--- src/design/looping_random_shift_sequencer_unit_defines.svh ---
// Assertion macros for the looping random shift sequencer.
// Included by the top level; depends on nothing else.
`ifndef LOOPING_RANDOM_SHIFT_SEQUENCER_UNIT_DEFINES_SVH
`define LOOPING_RANDOM_SHIFT_SEQUENCER_UNIT_DEFINES_SVH

// The consequent must hold in the same cycle as the antecedent.
`define LRSS_ASSERT_SAME(label, clk, rst_n, ante, cons, msg) \
    label: assert property (@(posedge clk) disable iff (!rst_n) (ante) |-> (cons)) \
        else $error(msg);

// The consequent must hold in the cycle after the antecedent.
`define LRSS_ASSERT_NEXT(label, clk, rst_n, ante, cons, msg) \
    label: assert property (@(posedge clk) disable iff (!rst_n) (ante) |=> (cons)) \
        else $error(msg);

`endif

--- src/design/lrss_pkg.sv ---
// Types, operation codes and knob tables of the looping random shift sequencer.
// Used by lrss_step and the top level; depends on nothing else.
package lrss_pkg;

    typedef enum logic [2:0] {
        OP_CLOCK         = 3'd0,
        OP_ADJUST_CHANCE = 3'd1,
        OP_ADJUST_LENGTH = 3'd2,
        OP_ADJUST_RANGE  = 3'd3,
        OP_RESTART       = 3'd4
    } op_t;

    localparam logic [2:0] CHANCE_MAX          = 3'd4;
    localparam logic [2:0] LENGTH_MAX          = 3'd6;
    localparam logic [2:0] RANGE_MAX           = 3'd4;
    localparam logic [2:0] CHANCE_RESET        = 3'd1;
    localparam logic [2:0] LENGTH_RESET        = 3'd6;
    localparam logic [2:0] RANGE_RESET         = 3'd4;
    localparam logic [2:0] CHANCE_LOCKED_INDEX = 3'd2;

    localparam logic [6:0] GEN_MUL = 7'd109;
    localparam logic [6:0] GEN_ADD = 7'd89;
    localparam logic [7:0] GEN_MOD = 8'd251;

    localparam logic [2:0] ADDR_SEED = 3'd0;

    // The generator is kept reduced below the modulus, so eight bits suffice.
    typedef struct packed {
        logic [7:0]  generator;
        logic [15:0] pattern;
        logic [2:0]  chance_index;
        logic [2:0]  length_index;
        logic [2:0]  range_index;
    } state_t;

    typedef struct packed {
        logic [4:0] loop_length;
        logic [4:0] value;
    } result_t;

    function automatic logic [4:0] length_of(input logic [2:0] idx);
        logic [4:0] len;
        case (idx)
            3'd0:    len = 5'd2;
            3'd1:    len = 5'd3;
            3'd2:    len = 5'd4;
            3'd3:    len = 5'd5;
            3'd4:    len = 5'd8;
            3'd5:    len = 5'd12;
            default: len = 5'd16;
        endcase
        return len;
    endfunction

    // Mask is the chance minus one; the locked entry is handled by the caller.
    function automatic logic [3:0] chance_mask(input logic [2:0] idx);
        logic [3:0] mask;
        case (idx)
            3'd0:    mask = 4'd1;
            3'd1:    mask = 4'd3;
            3'd2:    mask = 4'd15;
            3'd3:    mask = 4'd7;
            default: mask = 4'd15;
        endcase
        return mask;
    endfunction

    function automatic logic [2:0] shift_of(input logic [2:0] idx);
        logic [2:0] sh;
        case (idx)
            3'd0:    sh = 3'd7;
            3'd1:    sh = 3'd6;
            3'd2:    sh = 3'd5;
            3'd3:    sh = 3'd4;
            default: sh = 3'd3;
        endcase
        return sh;
    endfunction

endpackage

--- src/design/lrss_step.sv ---
// Next-state and result logic for one item of the looping random shift sequencer.
// Depends on lrss_pkg.
module lrss_step (
    input  lrss_pkg::state_t  st,
    input  logic [2:0]        op,
    input  logic signed [7:0] delta,
    input  logic [15:0]       seed,
    output lrss_pkg::state_t  st_next,
    output lrss_pkg::result_t res
);
    import lrss_pkg::*;

    // Reduces a 16-bit value modulo 251 using 256 = 5 (mod 251).
    function automatic logic [7:0] mod251(input logic [15:0] x);
        logic [10:0] s1;
        logic [8:0]  s2;
        logic [8:0]  s3;
        s1 = {3'd0, x[15:8]} * 11'd5 + {3'd0, x[7:0]};
        s2 = {6'd0, s1[10:8]} * 9'd5 + {1'b0, s1[7:0]};
        s3 = (s2 >= {1'b0, GEN_MOD}) ? (s2 - {1'b0, GEN_MOD}) : s2;
        return s3[7:0];
    endfunction

    function automatic logic [2:0] adjust(input logic [2:0] cur,
                                          input logic signed [7:0] d,
                                          input logic [2:0] bound);
        logic signed [9:0] sum;
        logic [2:0]        r;
        sum = $signed({7'd0, cur}) + 10'(d);
        r = cur;
        if (sum >= 10'sd0 && sum <= $signed({7'd0, bound}))
        begin
            r = sum[2:0];
        end
        return r;
    endfunction

    logic [4:0]  len;
    logic [3:0]  tap;
    logic        locked;
    logic [15:0] prod;
    logic [7:0]  gen_adv;
    logic        flip;
    logic        in_bit;
    logic [15:0] pattern_clk;
    logic [7:0]  low_shifted;

    always_comb
    begin
        len         = length_of(st.length_index);
        tap         = 4'(len - 5'd1);
        locked      = (st.chance_index == CHANCE_LOCKED_INDEX);
        prod        = {8'd0, st.generator} * {9'd0, GEN_MUL} + {9'd0, GEN_ADD};
        gen_adv     = mod251(prod);
        flip        = !locked && ((gen_adv[3:0] & chance_mask(st.chance_index)) == 4'd0);
        in_bit      = st.pattern[tap] ^ flip;
        pattern_clk = {st.pattern[14:0], in_bit};
        low_shifted = pattern_clk[7:0] >> shift_of(st.range_index);

        st_next   = st;
        res.value = 5'd0;
        case (op_t'(op))
            OP_CLOCK:
            begin
                st_next.pattern = pattern_clk;
                if (!locked)
                begin
                    st_next.generator = gen_adv;
                end
                res.value = low_shifted[4:0];
            end
            OP_ADJUST_CHANCE:
                st_next.chance_index = adjust(st.chance_index, delta, CHANCE_MAX);
            OP_ADJUST_LENGTH:
                st_next.length_index = adjust(st.length_index, delta, LENGTH_MAX);
            OP_ADJUST_RANGE:
                st_next.range_index = adjust(st.range_index, delta, RANGE_MAX);
            OP_RESTART:
            begin
                st_next.generator    = mod251(seed);
                st_next.pattern      = 16'd0;
                st_next.chance_index = CHANCE_RESET;
                st_next.length_index = LENGTH_RESET;
                st_next.range_index  = RANGE_RESET;
            end
            default:
            begin
                st_next = st;
            end
        endcase
        res.loop_length = length_of(st_next.length_index);
    end

endmodule

--- src/design/looping_random_shift_sequencer_unit.sv ---
// Top level of the looping random shift sequencer: state, seed register and output queue.
// Each input transfer's result is registered in the output register, or in the skid register while the output stalls.
// Throughput is one item per cycle; while the output stalls, the two-entry output queue takes
// one more transfer and then holds the input until a result leaves.
// Reset clears the seed, generator and pattern and sets the knob indices to 1, 6 and 4.
// Depends on lrss_pkg, lrss_step and the assertion macro header.
`include "looping_random_shift_sequencer_unit_defines.svh"
module looping_random_shift_sequencer_unit (
    input  logic        clk,
    input  logic        rst_n,
    input  logic        s_tvalid,
    output logic        s_tready,
    input  logic [7:0]  s_tdata,   // [7:0] delta
    input  logic [2:0]  s_tuser,   // [2:0] op
    output logic        m_tvalid,
    input  logic        m_tready,
    output logic [15:0] m_tdata,   // [4:0] value, [9:5] loop_length, [15:10] zero
    input  logic        psel,
    input  logic        penable,
    input  logic        pwrite,
    input  logic [2:0]  paddr,
    input  logic [31:0] pwdata,
    output logic [31:0] prdata,
    output logic        pready
);
    import lrss_pkg::*;

    state_t     state_reg;
    state_t     state_next;
    result_t    res_new;
    logic [15:0] seed_reg;
    result_t    out_reg;
    result_t    skid_reg;
    logic       out_valid_reg;
    logic       skid_valid_reg;
    logic       push;
    logic       pop;

    assign pready = 1'b1;
    assign prdata = (paddr[2] == ADDR_SEED[2]) ? {16'd0, seed_reg} : 32'd0;

    always_ff @(posedge clk or negedge rst_n)
    begin
        if (!rst_n)
        begin
            seed_reg <= 16'd0;
        end
        else if (psel && penable && pwrite && pready && paddr[2] == ADDR_SEED[2])
        begin
            seed_reg <= pwdata[15:0];
        end
    end

    lrss_step u_step (
        .st      (state_reg),
        .op      (s_tuser),
        .delta   (s_tdata),
        .seed    (seed_reg),
        .st_next (state_next),
        .res     (res_new)
    );

    assign s_tready = !skid_valid_reg;
    assign push     = s_tvalid && s_tready;
    assign pop      = out_valid_reg && m_tready;
    assign m_tvalid = out_valid_reg;
    assign m_tdata  = {6'd0, out_reg.loop_length, out_reg.value};

    always_ff @(posedge clk or negedge rst_n)
    begin
        if (!rst_n)
        begin
            state_reg.generator    <= 8'd0;
            state_reg.pattern      <= 16'd0;
            state_reg.chance_index <= CHANCE_RESET;
            state_reg.length_index <= LENGTH_RESET;
            state_reg.range_index  <= RANGE_RESET;
        end
        else if (push)
        begin
            state_reg <= state_next;
        end
    end

    always_ff @(posedge clk or negedge rst_n)
    begin
        if (!rst_n)
        begin
            out_valid_reg  <= 1'b0;
            skid_valid_reg <= 1'b0;
        end
        else
        begin
            if (skid_valid_reg)
            begin
                if (pop)
                begin
                    skid_valid_reg <= 1'b0;
                end
            end
            else if (out_valid_reg)
            begin
                if (push && !pop)
                begin
                    skid_valid_reg <= 1'b1;
                end
                else if (!push && pop)
                begin
                    out_valid_reg <= 1'b0;
                end
            end
            else if (push)
            begin
                out_valid_reg <= 1'b1;
            end
        end
    end

    always_ff @(posedge clk)
    begin
        if (skid_valid_reg)
        begin
            if (pop)
            begin
                out_reg <= skid_reg;
            end
        end
        else if (push)
        begin
            if (!out_valid_reg || pop)
            begin
                out_reg <= res_new;
            end
            else
            begin
                skid_reg <= res_new;
            end
        end
    end

    `LRSS_ASSERT_SAME(a_skid_needs_out, clk, rst_n, skid_valid_reg, out_valid_reg,
        "Output queue holds a skid entry without a head entry.")
    `LRSS_ASSERT_SAME(a_gen_reduced, clk, rst_n, 1'b1, state_reg.generator < GEN_MOD,
        "Generator is not reduced below the modulus.")
    `LRSS_ASSERT_SAME(a_index_bounds, clk, rst_n, 1'b1,
        state_reg.chance_index <= CHANCE_MAX && state_reg.length_index <= LENGTH_MAX
        && state_reg.range_index <= RANGE_MAX,
        "A knob index lies outside its table.")
    `LRSS_ASSERT_NEXT(a_full_pop_frees, clk, rst_n, skid_valid_reg && m_tready,
        out_valid_reg && !skid_valid_reg,
        "Draining a full output queue did not leave exactly one entry.")

endmodule
--- config.mk ---
export PLATFORM = sky130hd
export DESIGN_NAME = looping_random_shift_sequencer_unit
export DESIGN_NICKNAME = d
export VERILOG_FILES = /design/src/design/lrss_pkg.sv /design/src/design/lrss_step.sv /design/src/design/looping_random_shift_sequencer_unit.sv
export VERILOG_INCLUDE_DIRS = /design/src /design/src/design
export SDC_FILE = /design/constraint.sdc
export NUM_CORES = 1
export LEC_CHECK = 0
export BUFFER_PORTS_ARGS = -buffer_cell sky130_fd_sc_hd__buf_2
export CORE_MARGIN = 4
export CORE_UTILIZATION = 40
export CTS_BUF_LIST = sky130_fd_sc_hd__clkbuf_16
export DETAILED_ROUTE_END_ITERATION = 8
export HOLD_SLACK_MARGIN = 0.08
export SYNTH_ARGS = -nofsm -noshare
export SYNTH_HDL_FRONTEND = slang
export SYNTH_SLANG_ARGS = --single-unit
--- constraint.sdc ---
create_clock -name clk -period 12.14 [get_ports clk]
set_clock_uncertainty 0.1 [all_clocks]
set_input_delay 1.821 -clock clk [delete_from_list [all_inputs] [get_ports clk]]
set_output_delay 1.821 -clock clk [all_outputs]
set_load 0.02 [all_outputs]
==> impl_results.md <==
- Outcome: finished clean
- RSZ-0062 raised after global routing: no
- # hold bufs at CTS: 0
- Slew margin rel.: 27.5%
- Max reg flops: 33
- RD Place Congestion: 0.822
- Vias in the first global route: 5,509
- H-tree levels: 3
- Height of the die: 145 µm
- Fin cells: 1,115
- WL per Instance: 13.8 µm
- Layout Nets: 1,079
- Most frequent cells in the layout: ha_1 (114), inv_1 (98), nand2_1 (86), buf_2 (62), o21ai_0 (52)
- Via Count: 5,659
- Met3 wire len: 469 µm
- IO buf count: 62
- TritonCTS clock tree: built
- Worst Hold Class: reg2reg
- Initial DRT Pass Iterations: 4
- Vias per cell: 5.08
- Placed insts: 1,099
- Clock Sinks: 71
- EDFF count, synth: 20
- Worst-Margin Slew: 1.08 ns
- Critical Path Max Stage Delay: 0.55 ns
- Share of the core filled with cells: 45.4%
- Ys flop type: dfrtp_1
- Worst reg2reg path depth: 35
- Hold path cells: 2
- Max Buffers Root-to-Sink: 2
- CP Data Arrival Time: 9.51 ns
- Top Metal Used: met4
- Seq cells post-synth: 71
- Clock-pin slew on the worst setup and hold paths: 0.06 ns
- DR WL met2: 6930 µm
- Total grt overflow: 0
- Main area contributors after synthesis: ha_1 (19%), dfrtp_1 (16%), fa_1 (8.3%)
- Initial antenna violation count: 0
- Clock latency on the worst-skew pair: 0.33 ns
- Root Buffer: clkbuf_16
- DIE AREA: 0.0210 mm²
- Number of DRC markers in iteration 0: 241
- Residual DRC: 0
- Max Clk Rate: 106 MHz
- Antenna-violating nets left: 0
- Worst Setup Start Kind: flop
- Crit path buf inv count: 7
- Post-route setup slack: 2.71 ns
- Count of final hold-check violations: 0
- Total CTS buffers: 9
- Area leader, netlist: ha_1
- Share of synthesized registers carrying an async set or reset: 71.8%
- WL met1: 7760 µm
- Setup TNS Final: 0 ns
- Max Slew Vio Count: 0
- DIE WIDTH: 145 µm
- Antenna diode count: 0
- Final setup vio count: 0
- Max-cap violations: 0
- Crit path depth: 35
- Tcrit/Tclk final: 77.7%
- Synthesized area per cell: 9.10 µm²
- Total track usage: 15.2%
- Register area share after synthesis: 25.1%
- Slowest-stage cell, CP: fa_1
- I/O pin count: 104
- Cts repair resizes: 0
- Mapped Area: 0.00749 mm²
- First-pass GRT wire length: 26,200 µm
- Setup Crit Path Kind: reg2reg
- Synth top area share: 19.0%
- Setup WS pre-CTS: 2.68 ns
- Share of layout cells above drive strength 1: 14.2%
- DRT Wirelength: 15,300 µm
- Crit end category: flop
- Largest net degree at the start of global routing: 52
- Cells after Synth: 823
- Period minus WS final: 9.43 ns
- Commonest non-fill, non-tap cell in the layout: ha_1
- Initial Util: 41.1%
- Family with the most delay on the worst path: adder cells
- Synth-to-Final Area Change: 10.3%
- Required time of the critical path: 12.22 ns
- Post-CTS Setup Bufs: 0
- Core area: 0.0182 mm²
- Yosys warns: 0
- Crit path top cell by count: inv_1
- Num rows: 49
- Crit-path max FO: 6
- Netlist cell types: 66
- Half-perimeter wire length after placement: 12,600 µm
[cell usage after synthesis, types with 17 or more instances]
library cell	number
edfxtp_1	20
mux2_2	25
o21ai_0	52
nor2_1	42
nand2_1	86
inv_1	97
xnor2_1	27
dfrtp_1	47
xor2_1	17
buf_4	23
fa_1	31
a21oi_1	37
ha_1	114
nor2b_1	24
[worst paths after layout]
| path | from | endpoint | slack (ns) |
|---|---|---|---|
| setup / recovery | state_reg[25] | state_reg[26] | 2.71 |
| hold / removal | state_reg[22] | state_reg[22] | 0.38 |
| setup reg to reg | state_reg[25] | state_reg[26] | 2.71 |
| hold reg to reg | state_reg[22] | state_reg[22] | 0.38 |
| max in group asynchronous | rst_n | state_reg[7] | 9.98 |
| min in group asynchronous | rst_n | seed_reg[4] | 1.50 |
[worst min-delay path, cell delays in order, from the launching register on]
cell and delay [ns]:
dfrtp_1 0.34, nand2_1 0.05, o21ai_0 0.06
[layout make-up]
| cell class | instances | area, µm² |
|---|---|---|
| Clock buffer | 10 | 250 |
| Clock inverter | 6 | 60.1 |
| Fill cell | 1782 | 9950 |
| Inverter | 98 | 368 |
| Multi-Input combinational cell | 638 | 5090 |
| Sequential cell | 71 | 1880 |
| Tap cell | 229 | 287 |
| Timing Repair Buffer | 63 | 318 |
[cell families after synthesis]
| family | count (synthesis) | synth area share (%) |
|---|---|---|
| other | 2 | 0.100 |
| XOR/XNOR | 45 | 5.36 |
| adder cells (fa/ha/maj) | 145 | 27.3 |
| buffers and inverters | 135 | 7.92 |
| AO/OA/AOI/OAI | 167 | 14.6 |
| multiplexers | 36 | 5.46 |
| AND/OR/NAND/NOR | 222 | 14.1 |
| flip-flops | 71 | 25.1 |
[through the flow]
stage | hold WS [ns] | area [µm²]
6_report | 0.377 | 8260
5_1_grt | 0.399 | 8260
4_1_cts | 0.383 | 8260
3_5_place_dp | 0.370 | 7950
3_3_place_gp | 0.361 | 7950
2_1_floorplan | 0.350 | 7570
[per-layer routing]
metal	global-route usage, %	up-vias
met5	0	-
li1	-	2917
met1	21.9	2628
met2	24.2	99
met3	2.30	15
met4	3.14	0
Power is not shown: default switching activity piles up to over one toggle a cycle in this logic, so the estimate is an artifact.
